`src/rtl/core/plp_pkg.sv`:
```
// Shared types, register codes and arithmetic helpers for the page layout placer.
package plp_pkg;

   // Item kinds on the request channel
   typedef enum logic {
      PLP_MODE_PLACE = 1'b0,
      PLP_MODE_RESET = 1'b1
   } plp_mode_type;

   // Register indexes on the configuration channel
   localparam int CSR_INDEX_WIDTH = 4;

   typedef enum logic [CSR_INDEX_WIDTH-1:0] {
      CSR_LEFT_MARGIN  = 4'd0,
      CSR_TOP_MARGIN   = 4'd1,
      CSR_RIGHT_LIMIT  = 4'd2,
      CSR_BOTTOM_LIMIT = 4'd3,
      CSR_ROW_GAP      = 4'd4,
      CSR_COLUMN_GAP   = 4'd5,
      CSR_ROWS_FIRST   = 4'd6,
      CSR_SCALE_Q8     = 4'd7
   } plp_csr_type;

   // Register reset values
   localparam logic [15:0] RST_LEFT_MARGIN  = 16'd72;
   localparam logic [15:0] RST_TOP_MARGIN   = 16'd72;
   localparam logic [15:0] RST_RIGHT_LIMIT  = 16'd540;
   localparam logic [15:0] RST_BOTTOM_LIMIT = 16'd720;
   localparam logic [15:0] RST_ROW_GAP      = 16'd36;
   localparam logic [15:0] RST_COLUMN_GAP   = 16'd36;
   localparam logic        RST_ROWS_FIRST   = 1'b1;
   localparam logic [15:0] RST_SCALE_Q8     = 16'd256;

   // Layout configuration as seen by the placement logic
   typedef struct packed {
      logic [15:0] left_margin;
      logic [15:0] top_margin;
      logic [15:0] right_limit;
      logic [15:0] bottom_limit;
      logic [15:0] row_gap;
      logic [15:0] column_gap;
      logic        rows_first;
      logic [15:0] scale_q8;
   } plp_cfg_type;

   // Scaled item handed to the placement stage
   typedef struct packed {
      plp_mode_type mode;
      logic [15:0]  width;
      logic [15:0]  height;
   } plp_item_type;

   // Scale by unsigned Q8.8, round up, saturate at 16 bits
   function automatic logic [15:0] scale_dim(input logic [15:0] src,
                                             input logic [15:0] scale);
      logic [31:0] prod;
      logic [32:0] rounded;
      logic [24:0] quot;
      prod    = src * scale;
      rounded = {1'b0, prod} + 33'd255;
      quot    = rounded[32:8];
      return (quot > 25'd65535) ? 16'hFFFF : quot[15:0];
   endfunction

   // True when the wrapped signed sum of base and size passes the limit
   function automatic logic overflows(input logic [31:0] base,
                                      input logic [31:0] size,
                                      input logic [15:0] limit);
      logic [31:0] sum;
      sum = base + size;
      return $signed(sum) > $signed({16'b0, limit});
   endfunction

endpackage

```
`src/rtl/core/plp_if.sv`:
```
// Channel interfaces: request, response and configuration write.
interface plp_req_if;
   logic                  valid;
   logic                  ready;
   plp_pkg::plp_mode_type mode;
   logic [15:0]           src_width;
   logic [15:0]           src_height;

   modport source (output valid, mode, src_width, src_height, input ready);
   modport sink   (input valid, mode, src_width, src_height, output ready);
endinterface

interface plp_rsp_if;
   logic               valid;
   logic               ready;
   logic signed [31:0] dst_x;
   logic signed [31:0] dst_y;
   logic [15:0]        dst_width;
   logic [15:0]        dst_height;
   logic               page_break;

   modport source (output valid, dst_x, dst_y, dst_width, dst_height, page_break,
                   input ready);
   modport sink   (input valid, dst_x, dst_y, dst_width, dst_height, page_break,
                   output ready);
endinterface

interface plp_csr_if;
   logic                                 valid;
   logic                                 ready;
   logic [plp_pkg::CSR_INDEX_WIDTH-1:0] index;
   logic [15:0]                          data;

   modport source (output valid, index, data, input ready);
   modport sink   (input valid, index, data, output ready);
endinterface

```
`src/rtl/core/plp_placer.sv`:
```
// Cursor state, row and column advance, page break and the response register.
module plp_placer (
   input  logic                 clock,
   input  logic                 reset,
   input  plp_pkg::plp_cfg_type cfg,
   input  logic                 in_valid,
   output logic                 in_ready,
   input  plp_pkg::plp_item_type in_item,
   plp_rsp_if.source            rsp_bus
);

   logic [31:0] cursor_x_ff, cursor_x_in;
   logic [31:0] cursor_y_ff, cursor_y_in;
   logic [31:0] extent_ff, extent_in;
   logic        out_valid_ff, out_valid_in;
   logic [31:0] out_x_ff, out_y_ff;
   logic [15:0] out_w_ff, out_h_ff;
   logic        out_brk_ff;

   logic [31:0] lm32, tm32, rg32, cg32, w32, h32;
   logic [31:0] row_y, col_x;
   logic [31:0] x_a, y_a, ext_a;
   logic [31:0] pos_x, pos_y;
   logic        at_origin, move, brk, fire;

   // Take a new transaction when the response slot is free or draining
   assign in_ready = !out_valid_ff || rsp_bus.ready;
   assign fire     = in_valid && in_ready;

   // Work out placement and the next cursor
   always_comb begin
      lm32      = {16'b0, cfg.left_margin};
      tm32      = {16'b0, cfg.top_margin};
      rg32      = {16'b0, cfg.row_gap};
      cg32      = {16'b0, cfg.column_gap};
      w32       = {16'b0, in_item.width};
      h32       = {16'b0, in_item.height};
      at_origin = (cursor_x_ff == lm32) && (cursor_y_ff == tm32);
      row_y     = cursor_y_ff + rg32 + extent_ff;
      col_x     = cursor_x_ff + cg32 + extent_ff;

      if (cfg.rows_first) begin
         move  = !at_origin && plp_pkg::overflows(cursor_x_ff, w32, cfg.right_limit);
         brk   = move && plp_pkg::overflows(row_y, h32, cfg.bottom_limit);
         x_a   = move ? lm32 : cursor_x_ff;
         y_a   = move ? row_y : cursor_y_ff;
         ext_a = move ? h32 : extent_ff;
      end else begin
         move  = !at_origin && plp_pkg::overflows(cursor_y_ff, h32, cfg.bottom_limit);
         brk   = move && plp_pkg::overflows(col_x, w32, cfg.right_limit);
         x_a   = move ? col_x : cursor_x_ff;
         y_a   = move ? tm32 : cursor_y_ff;
         ext_a = move ? w32 : extent_ff;
      end

      // A page break sends the rectangle back to the margins
      pos_x = brk ? lm32 : x_a;
      pos_y = brk ? tm32 : y_a;

      // Advance past the rectangle and widen the line extent
      if (cfg.rows_first) begin
         extent_in   = ($signed(h32) > $signed(ext_a)) ? h32 : ext_a;
         cursor_x_in = pos_x + cg32 + w32;
         cursor_y_in = pos_y;
      end else begin
         extent_in   = ($signed(w32) > $signed(ext_a)) ? w32 : ext_a;
         cursor_x_in = pos_x;
         cursor_y_in = pos_y + rg32 + h32;
      end

      // Cursor reset drops back to the margins with an empty line
      if (in_item.mode == plp_pkg::PLP_MODE_RESET) begin
         cursor_x_in = lm32;
         cursor_y_in = tm32;
         extent_in   = 32'd0;
      end

      out_valid_in = in_ready ? (in_valid && (in_item.mode == plp_pkg::PLP_MODE_PLACE))
                              : out_valid_ff;
   end

   // Hold cursor state, advance on every accepted transaction
   always_ff @(posedge clock) begin
      if (reset) begin
         cursor_x_ff  <= 32'd0;
         cursor_y_ff  <= 32'd0;
         extent_ff    <= 32'd0;
         out_valid_ff <= 1'b0;
      end else begin
         out_valid_ff <= out_valid_in;
         if (fire) begin
            cursor_x_ff <= cursor_x_in;
            cursor_y_ff <= cursor_y_in;
            extent_ff   <= extent_in;
         end
      end
   end

   // Load the response payload
   always_ff @(posedge clock) begin
      if (fire && (in_item.mode == plp_pkg::PLP_MODE_PLACE)) begin
         out_x_ff   <= pos_x;
         out_y_ff   <= pos_y;
         out_w_ff   <= in_item.width;
         out_h_ff   <= in_item.height;
         out_brk_ff <= brk;
      end
   end

   assign rsp_bus.valid      = out_valid_ff;
   assign rsp_bus.dst_x      = $signed(out_x_ff);
   assign rsp_bus.dst_y      = $signed(out_y_ff);
   assign rsp_bus.dst_width  = out_w_ff;
   assign rsp_bus.dst_height = out_h_ff;
   assign rsp_bus.page_break = out_brk_ff;

endmodule

```
`src/rtl/core/page_layout_placer_unit.sv`:
```
// Top level of the page layout placer: registers, scaling stage and placer.
//
//   channel   direction  handshake     payload
//   req_bus   in         valid/ready   mode, src_width, src_height
//   rsp_bus   out        valid/ready   dst_x, dst_y, dst_width, dst_height, page_break
//   csr_bus   in         valid/ready   index, data (ready always high)
//
// One transaction per cycle sustained while rsp_bus accepts; a placed rectangle is offered
// once it has passed the input register, then the scaling register, then the response
// register. The cursor feedback loop through the placer closes between accepted items.
// Reset is synchronous; no clearing pass.
// Each stage holds while the stage after it is full and stalled, so request
// ready only drops once all three stages are occupied.
module page_layout_placer_unit (
   input logic        clock,
   input logic        reset,
   plp_req_if.sink    req_bus,
   plp_rsp_if.source  rsp_bus,
   plp_csr_if.sink    csr_bus
);

   plp_pkg::plp_cfg_type  cfg_ff, cfg_in;
   logic                  s1_valid_ff, s1_valid_in;
   plp_pkg::plp_item_type s1_item_ff;
   logic                  s2_valid_ff, s2_valid_in;
   plp_pkg::plp_item_type s2_item_ff, s2_item_in;
   logic                  s1_ready, s2_ready, s3_ready;

   // Configuration registers
   assign csr_bus.ready = 1'b1;

   always_comb begin
      cfg_in = cfg_ff;
      if (csr_bus.valid) begin
         case (csr_bus.index)
            plp_pkg::CSR_LEFT_MARGIN:  cfg_in.left_margin  = csr_bus.data;
            plp_pkg::CSR_TOP_MARGIN:   cfg_in.top_margin   = csr_bus.data;
            plp_pkg::CSR_RIGHT_LIMIT:  cfg_in.right_limit  = csr_bus.data;
            plp_pkg::CSR_BOTTOM_LIMIT: cfg_in.bottom_limit = csr_bus.data;
            plp_pkg::CSR_ROW_GAP:      cfg_in.row_gap      = csr_bus.data;
            plp_pkg::CSR_COLUMN_GAP:   cfg_in.column_gap   = csr_bus.data;
            plp_pkg::CSR_ROWS_FIRST:   cfg_in.rows_first   = csr_bus.data[0];
            plp_pkg::CSR_SCALE_Q8:     cfg_in.scale_q8     = csr_bus.data;
            default:                   cfg_in = cfg_ff;
         endcase
      end
   end

   always_ff @(posedge clock) begin
      if (reset) begin
         cfg_ff.left_margin  <= plp_pkg::RST_LEFT_MARGIN;
         cfg_ff.top_margin   <= plp_pkg::RST_TOP_MARGIN;
         cfg_ff.right_limit  <= plp_pkg::RST_RIGHT_LIMIT;
         cfg_ff.bottom_limit <= plp_pkg::RST_BOTTOM_LIMIT;
         cfg_ff.row_gap      <= plp_pkg::RST_ROW_GAP;
         cfg_ff.column_gap   <= plp_pkg::RST_COLUMN_GAP;
         cfg_ff.rows_first   <= plp_pkg::RST_ROWS_FIRST;
         cfg_ff.scale_q8     <= plp_pkg::RST_SCALE_Q8;
      end else begin
         cfg_ff <= cfg_in;
      end
   end

   // Stage readiness: a stage loads when empty or when its content moves on
   assign s2_ready      = !s2_valid_ff || s3_ready;
   assign s1_ready      = !s1_valid_ff || s2_ready;
   assign req_bus.ready = s1_ready;

   always_comb begin
      s1_valid_in       = s1_ready ? req_bus.valid : s1_valid_ff;
      s2_valid_in       = s2_ready ? s1_valid_ff : s2_valid_ff;
      s2_item_in.mode   = s1_item_ff.mode;
      s2_item_in.width  = plp_pkg::scale_dim(s1_item_ff.width, cfg_ff.scale_q8);
      s2_item_in.height = plp_pkg::scale_dim(s1_item_ff.height, cfg_ff.scale_q8);
   end

   always_ff @(posedge clock) begin
      if (reset) begin
         s1_valid_ff <= 1'b0;
         s2_valid_ff <= 1'b0;
      end else begin
         s1_valid_ff <= s1_valid_in;
         s2_valid_ff <= s2_valid_in;
      end
   end

   // Capture the request, then the scaled sizes
   always_ff @(posedge clock) begin
      if (s1_ready && req_bus.valid) begin
         s1_item_ff.mode   <= req_bus.mode;
         s1_item_ff.width  <= req_bus.src_width;
         s1_item_ff.height <= req_bus.src_height;
      end
      if (s2_ready && s1_valid_ff) begin
         s2_item_ff <= s2_item_in;
      end
   end

   plp_placer u_placer (
      .clock    (clock),
      .reset    (reset),
      .cfg      (cfg_ff),
      .in_valid (s2_valid_ff),
      .in_ready (s3_ready),
      .in_item  (s2_item_ff),
      .rsp_bus  (rsp_bus)
   );

endmodule

```
`src/flat_wrapper.sv`:
```
// flat-port wrapper written by rule: the top's interface ports become plain ports
module page_layout_placer_unit_flat 
  (clock, reset, req_bus_valid, req_bus_mode, req_bus_src_width, req_bus_src_height, req_bus_ready, rsp_bus_valid, rsp_bus_dst_x, rsp_bus_dst_y, rsp_bus_dst_width, rsp_bus_dst_height, rsp_bus_page_break, rsp_bus_ready, csr_bus_valid, csr_bus_index, csr_bus_data, csr_bus_ready);
  plp_req_if req_bus_i ();
  plp_rsp_if rsp_bus_i ();
  plp_csr_if csr_bus_i ();
  input logic clock;
  input logic reset;
  input wire logic [$bits(req_bus_i.valid)-1:0] req_bus_valid;
  input wire logic [$bits(req_bus_i.mode)-1:0] req_bus_mode;
  input wire logic [$bits(req_bus_i.src_width)-1:0] req_bus_src_width;
  input wire logic [$bits(req_bus_i.src_height)-1:0] req_bus_src_height;
  output wire logic [$bits(req_bus_i.ready)-1:0] req_bus_ready;
  output wire logic [$bits(rsp_bus_i.valid)-1:0] rsp_bus_valid;
  output wire logic [$bits(rsp_bus_i.dst_x)-1:0] rsp_bus_dst_x;
  output wire logic [$bits(rsp_bus_i.dst_y)-1:0] rsp_bus_dst_y;
  output wire logic [$bits(rsp_bus_i.dst_width)-1:0] rsp_bus_dst_width;
  output wire logic [$bits(rsp_bus_i.dst_height)-1:0] rsp_bus_dst_height;
  output wire logic [$bits(rsp_bus_i.page_break)-1:0] rsp_bus_page_break;
  input wire logic [$bits(rsp_bus_i.ready)-1:0] rsp_bus_ready;
  input wire logic [$bits(csr_bus_i.valid)-1:0] csr_bus_valid;
  input wire logic [$bits(csr_bus_i.index)-1:0] csr_bus_index;
  input wire logic [$bits(csr_bus_i.data)-1:0] csr_bus_data;
  output wire logic [$bits(csr_bus_i.ready)-1:0] csr_bus_ready;
  assign req_bus_i.valid = req_bus_valid;
  assign req_bus_i.mode = req_bus_mode;
  assign req_bus_i.src_width = req_bus_src_width;
  assign req_bus_i.src_height = req_bus_src_height;
  assign req_bus_ready = req_bus_i.ready;
  assign rsp_bus_valid = rsp_bus_i.valid;
  assign rsp_bus_dst_x = rsp_bus_i.dst_x;
  assign rsp_bus_dst_y = rsp_bus_i.dst_y;
  assign rsp_bus_dst_width = rsp_bus_i.dst_width;
  assign rsp_bus_dst_height = rsp_bus_i.dst_height;
  assign rsp_bus_page_break = rsp_bus_i.page_break;
  assign rsp_bus_i.ready = rsp_bus_ready;
  assign csr_bus_i.valid = csr_bus_valid;
  assign csr_bus_i.index = csr_bus_index;
  assign csr_bus_i.data = csr_bus_data;
  assign csr_bus_ready = csr_bus_i.ready;
  page_layout_placer_unit u_core (.clock(clock), .reset(reset), .req_bus(req_bus_i), .rsp_bus(rsp_bus_i), .csr_bus(csr_bus_i));
endmodule
```
`config.mk`:
```
export PLATFORM = sky130hd
export DESIGN_NAME = page_layout_placer_unit_flat
export DESIGN_NICKNAME = d
export VERILOG_FILES = /design/src/rtl/core/plp_pkg.sv /design/src/rtl/core/plp_if.sv /design/src/rtl/core/plp_placer.sv /design/src/rtl/core/page_layout_placer_unit.sv /design/src/flat_wrapper.sv
export SDC_FILE = /design/constraint.sdc
export NUM_CORES = 2
export LEC_CHECK = 0
export ABC_AREA = 1
export BUFFER_PORTS_ARGS = -buffer_cell sky130_fd_sc_hd__buf_2
export CORE_MARGIN = 3
export CORE_UTILIZATION = 35
export CTS_CLUSTER_DIAMETER = 50
export DETAILED_ROUTE_END_ITERATION = 12
export PLACE_DENSITY_LB_ADDON = 0.3
export SETUP_SLACK_MARGIN = 0.02
export SLEW_MARGIN = 20
export SYNTH_ARGS = -nofsm -noshare
export SYNTH_HDL_FRONTEND = slang
export SYNTH_SLANG_ARGS = --single-unit
```
`constraint.sdc`:
```
create_clock -name clock -period 8.89 [get_ports clock]
set_input_delay 1.3335 -clock clock [delete_from_list [all_inputs] [get_ports clock]]
set_output_delay 1.3335 -clock clock [all_outputs]
set_load 0.03 [all_outputs]
```
==> results_dict.tcl <==
set metrics [dict create \
    gp_congestion 0.975 \
    synth_flop_cell "dfxtp_1" \
    wl_um 191000 \
    hpwl_um 151000 \
    ant_nets 0 \
    cts_tree "built" \
    drt_iter0_drc 4369 \
    synth_seq_area_share 0.182 \
    grt_util_all_layers 0.255 \
    fin_nets 8505 \
    power_density_mw_per_mm2 203 \
    skew_ns 0.0414 \
    hold_class "flop to flop" \
    clk_pin_slew_ns 0.06 \
    finalWorstSetupSlack_ns -0.0667 \
    synth_xor_xnor_area_share 0.0364 \
    stdcell_area_mm2 0.0604 \
    fin_crit_ns 8.96 \
    synth_cell_types 64 \
    gr-usage-met3 0.0400 \
    die_w_um 385 \
    reg2reg_setup_slack_ns -0.07 \
    h-tree-depth 3 \
    syn_avg_cell_area_um2 7.28 \
    antenna_found_initial 11 \
    area_growth_pct 20.2 \
    clock-sinks 375 \
    vias 48200 \
    clock-root-buffer "clkbuf_16" \
    placed_cell_area_mm2 0.0564 \
    busiest_layer "met2" \
    critPathSlowestCell "fa_1" \
    status "complete, but fails checks" \
    syn_area_mm2 0.0503 \
    fin_tns_setup_ns -0.255 \
    drc 0 \
    synthSimpleGateAreaFrac 0.229 \
    dieArea_mm2 0.148 \
    fp.dieH_um 385 \
    finalCritPeriodShare 1.01 \
    initial_core_util 0.354 \
    drt_first_pass_iters 6 \
    required_ns 9.49 \
    crit_fanout 6 \
    yosysWarnings 0 \
    cp_data_arrival_time_ns 9.56 \
    violations "negative setup slack" \
    wl_per_cell_um 20.3 \
    async_flop_share 0 \
    syn_inst 6901 \
    vias_per_cell 5.12 \
    slew_headroom 0.243 \
    tightestPinTransition_ns 1.13 \
    max_stage_delay_ns 0.58 \
    synth-edff-count 163 \
    maxSlewViolCount 0 \
    end_kind "flop" \
    setup_viol 7 \
    crit_type "flop to flop" \
    numCtsBuffers 67 \
    hold_violations 0 \
    holdWs_ns 0.485 \
    synth_top_family_by_area "adder cells" \
    syn-num-nets 7941 \
    startpoint_type "flop" \
    synth_seq_cells 375 \
    ioPinCount 158 \
    synthMuxAreaShare 0 \
    clock_path_buffers 3 \
    grt_max_degree 92 \
    synthAdderAreaFrac 0.315 \
    grt_pass1_vias 47100 \
    cap_violations 0 \
    coreArea_mm2 0.142 \
    grt_pass1_wl_um 286000 \
    globalRouteOverflowTotal 0 \
    post-place-ws_ns -1.01 \
    fin_util 0.425 \
    path_common_cell "nand2_2" \
    insertion_delay_ns 0.67 \
    rows 138 \
    synth_compound_area_frac 0.113 \
    rsz0062_at_grt "true" \
    hold_buffers 0 \
    gr-usage-met2 0.408 \
    io_buffers 156 \
    power.leakage_nw 30.6 \
    fmax_ghz 0.112 \
    grtUsageMet1 0.335 \
    ir_drop_v 0.000195 \
    drive_above_1_share 0.167 \
]
==> layout by cell type, fill, tap and decap left out, types with 18 or more instances in the layout <==
cell,count
a21oi_1,427
nor4_1,22
nand3_1,316
dfxtp_1,206
o22ai_1,35
nand2_1,1627
nor3_1,35
o21bai_1,29
ha_4,22
edfxtp_1,163
nor2_1,348
o21ai_0,251
buf_2,155
fa_1,470
xor2_1,111
nand4_1,102
nand3_2,32
a21o_1,22
clkbuf_16,69
o211ai_1,65
nand2_2,76
inv_2,43
o21ai_2,20
inv_1,1322
o21ai_1,41
a31oi_1,18
nor2_4,30
xnor2_1,81
nor2_2,43
ha_1,482
a21oi_2,29
buf_6,18
buf_4,574
==> kinds of logic (layout without fill, tap and decap cells) <==
| group | count (synthesis) | after routing |
|---|---|---|
| and+or+nand+nor | 2692 | 2692 |
| buffers and inverters | 1632 | 2249 |
| AOI/OAI and AO/OA | 1010 | 1010 |
| adders and majority gates | 982 | 982 |
| DFF | 375 | 375 |
| xor gates and xnor gates | 209 | 209 |
| other | 1 | 7 |
==> power breakdown <==
group,total (mW),switching [mW],leakage [nW],internal [mW]
logic,7.54,4.35,26.3,3.19
clock network,2.62,1.08,1.08,1.55
registers,2.11,0.159,3.23,1.95
==> critical path, delay by kind of cell, from the launching register on <==
family                   cells  cell delay [ns]
AO/OA/AOI/OAI               12             1.52
XOR/XNOR                     2             0.32
adder cells (fa/ha/maj)      7             2.47
buffers and inverters       13             1.11
flip-flops                   1             0.36
AND/OR/NAND/NOR             32             3.10
==> stage by stage <==
stage	cells	power (mW)
final	9414	12.3
after global routing	9408	13.1
after floorplan	6901	6.01
after CTS	9384	11.7
after global placement	9212	8.60
after detailed placement	9212	8.65
==> registers in the layout (all words and copies together), names as in the netlist <==
signal and cells:
u_core.u_placer.rsp_bus.dst_width 16, u_core.u_placer.rsp_bus.page_break 1, u_core.u_placer.rsp_bus.valid 1, u_core.u_placer.rsp_bus.dst_height 16
u_core.u_placer.rsp_bus.dst_x 32, u_core.s1_item_ff 33, u_core.u_placer.cursor_y_ff 32, u_core.s2_item_ff 33
u_core.s2_valid_ff 1, u_core.s1_valid_ff 1, u_core.u_placer.cursor_x_ff 32, u_core.cfg_ff 113
u_core.u_placer.rsp_bus.dst_y 32, u_core.u_placer.extent_ff 32
==> synthesized netlist by cell type (5+ instances only) <==
cell type     n  area (µm²)
a21oi_2       5        43.8
o21ai_0     273        1370
or2_2        10        62.6
o21ai_2      10        87.6
nand2_1    1667        6260
o22ai_1      36         225
nand3b_1     11        82.6
nand2_2      43         269
buf_4        13        97.6
xnor2_1      84         736
inv_1      1343        5040
nor2_4       17         191
nor2_1      368        1380
o21a_1       11        82.6
nand3_2      17         170
buf_2        15        75.1
nor2_2       36         225
nand4_1     102         638
clkbuf_1    221         830
o211ai_1     65         488
inv_2        25        93.8
a21o_1       22         165
buf_1         5        18.8
xor2_1      125        1090
a31oi_1      19         119
nand3_1     337        1690
a22oi_1       6        45.0
fa_1        474        9490
nor3_1       37         185
buf_6         7        78.8
nor3_2        5        50.1
o2111ai_1    19         166
a21oi_1     456        2280
nor4_1       22         138
o21bai_1     29         218
o21ai_1      30         150
ha_1        508        6360
edfxtp_1    163        4890
dfxtp_1     212        4240
==> repair_timing <==
action	4_1_cts	5_1_grt
buffers inserted	51	35
pin swaps	87	143
gates resized for setup	121	165
endpoints found under the setup margin	45	45
==> layer usage <==
layer | part of all wire | vias to the layer above
li1 | - | 23000
met1 | 0.42 | 23000
met2 | 0.45 | 1840
met3 | 0.075 | 423
met4 | 0.054 | 0
met5 | 0 | -
==> layout make-up <==
| cell class | instances | area (µm²) |
|---|---|---|
| tap | 1890 | 2360 |
| clock inverter | 46 | 498 |
| clock buffer | 76 | 1770 |
| antenna | 6 | 15.0 |
| fill | 14500 | 81700 |
| inverter | 1371 | 5160 |
| timing repair buffer | 756 | 5460 |
| sequential | 375 | 9150 |
| multi-input combinational | 4894 | 36000 |
==> final timing paths <==
| check | start | endpoint | depth (start not counted) |
|---|---|---|---|
| max | u_core.u_placer.extent_ff[1]$_SDFFE_PP0P_ | u_core.u_placer.cursor_y_ff[24]$_SDFFE_PP0P_ | 66 |
| min | u_core.s1_valid_ff$_SDFFE_PP0N_ | u_core.s2_valid_ff$_SDFFE_PP0P_ | 2 |
| max reg2reg | u_core.u_placer.extent_ff[1]$_SDFFE_PP0P_ | u_core.u_placer.cursor_y_ff[24]$_SDFFE_PP0P_ | 66 |
| min reg2reg | u_core.s1_valid_ff$_SDFFE_PP0N_ | u_core.s2_valid_ff$_SDFFE_PP0P_ | 2 |
Note: power is estimated with default switching activity, not from simulation.
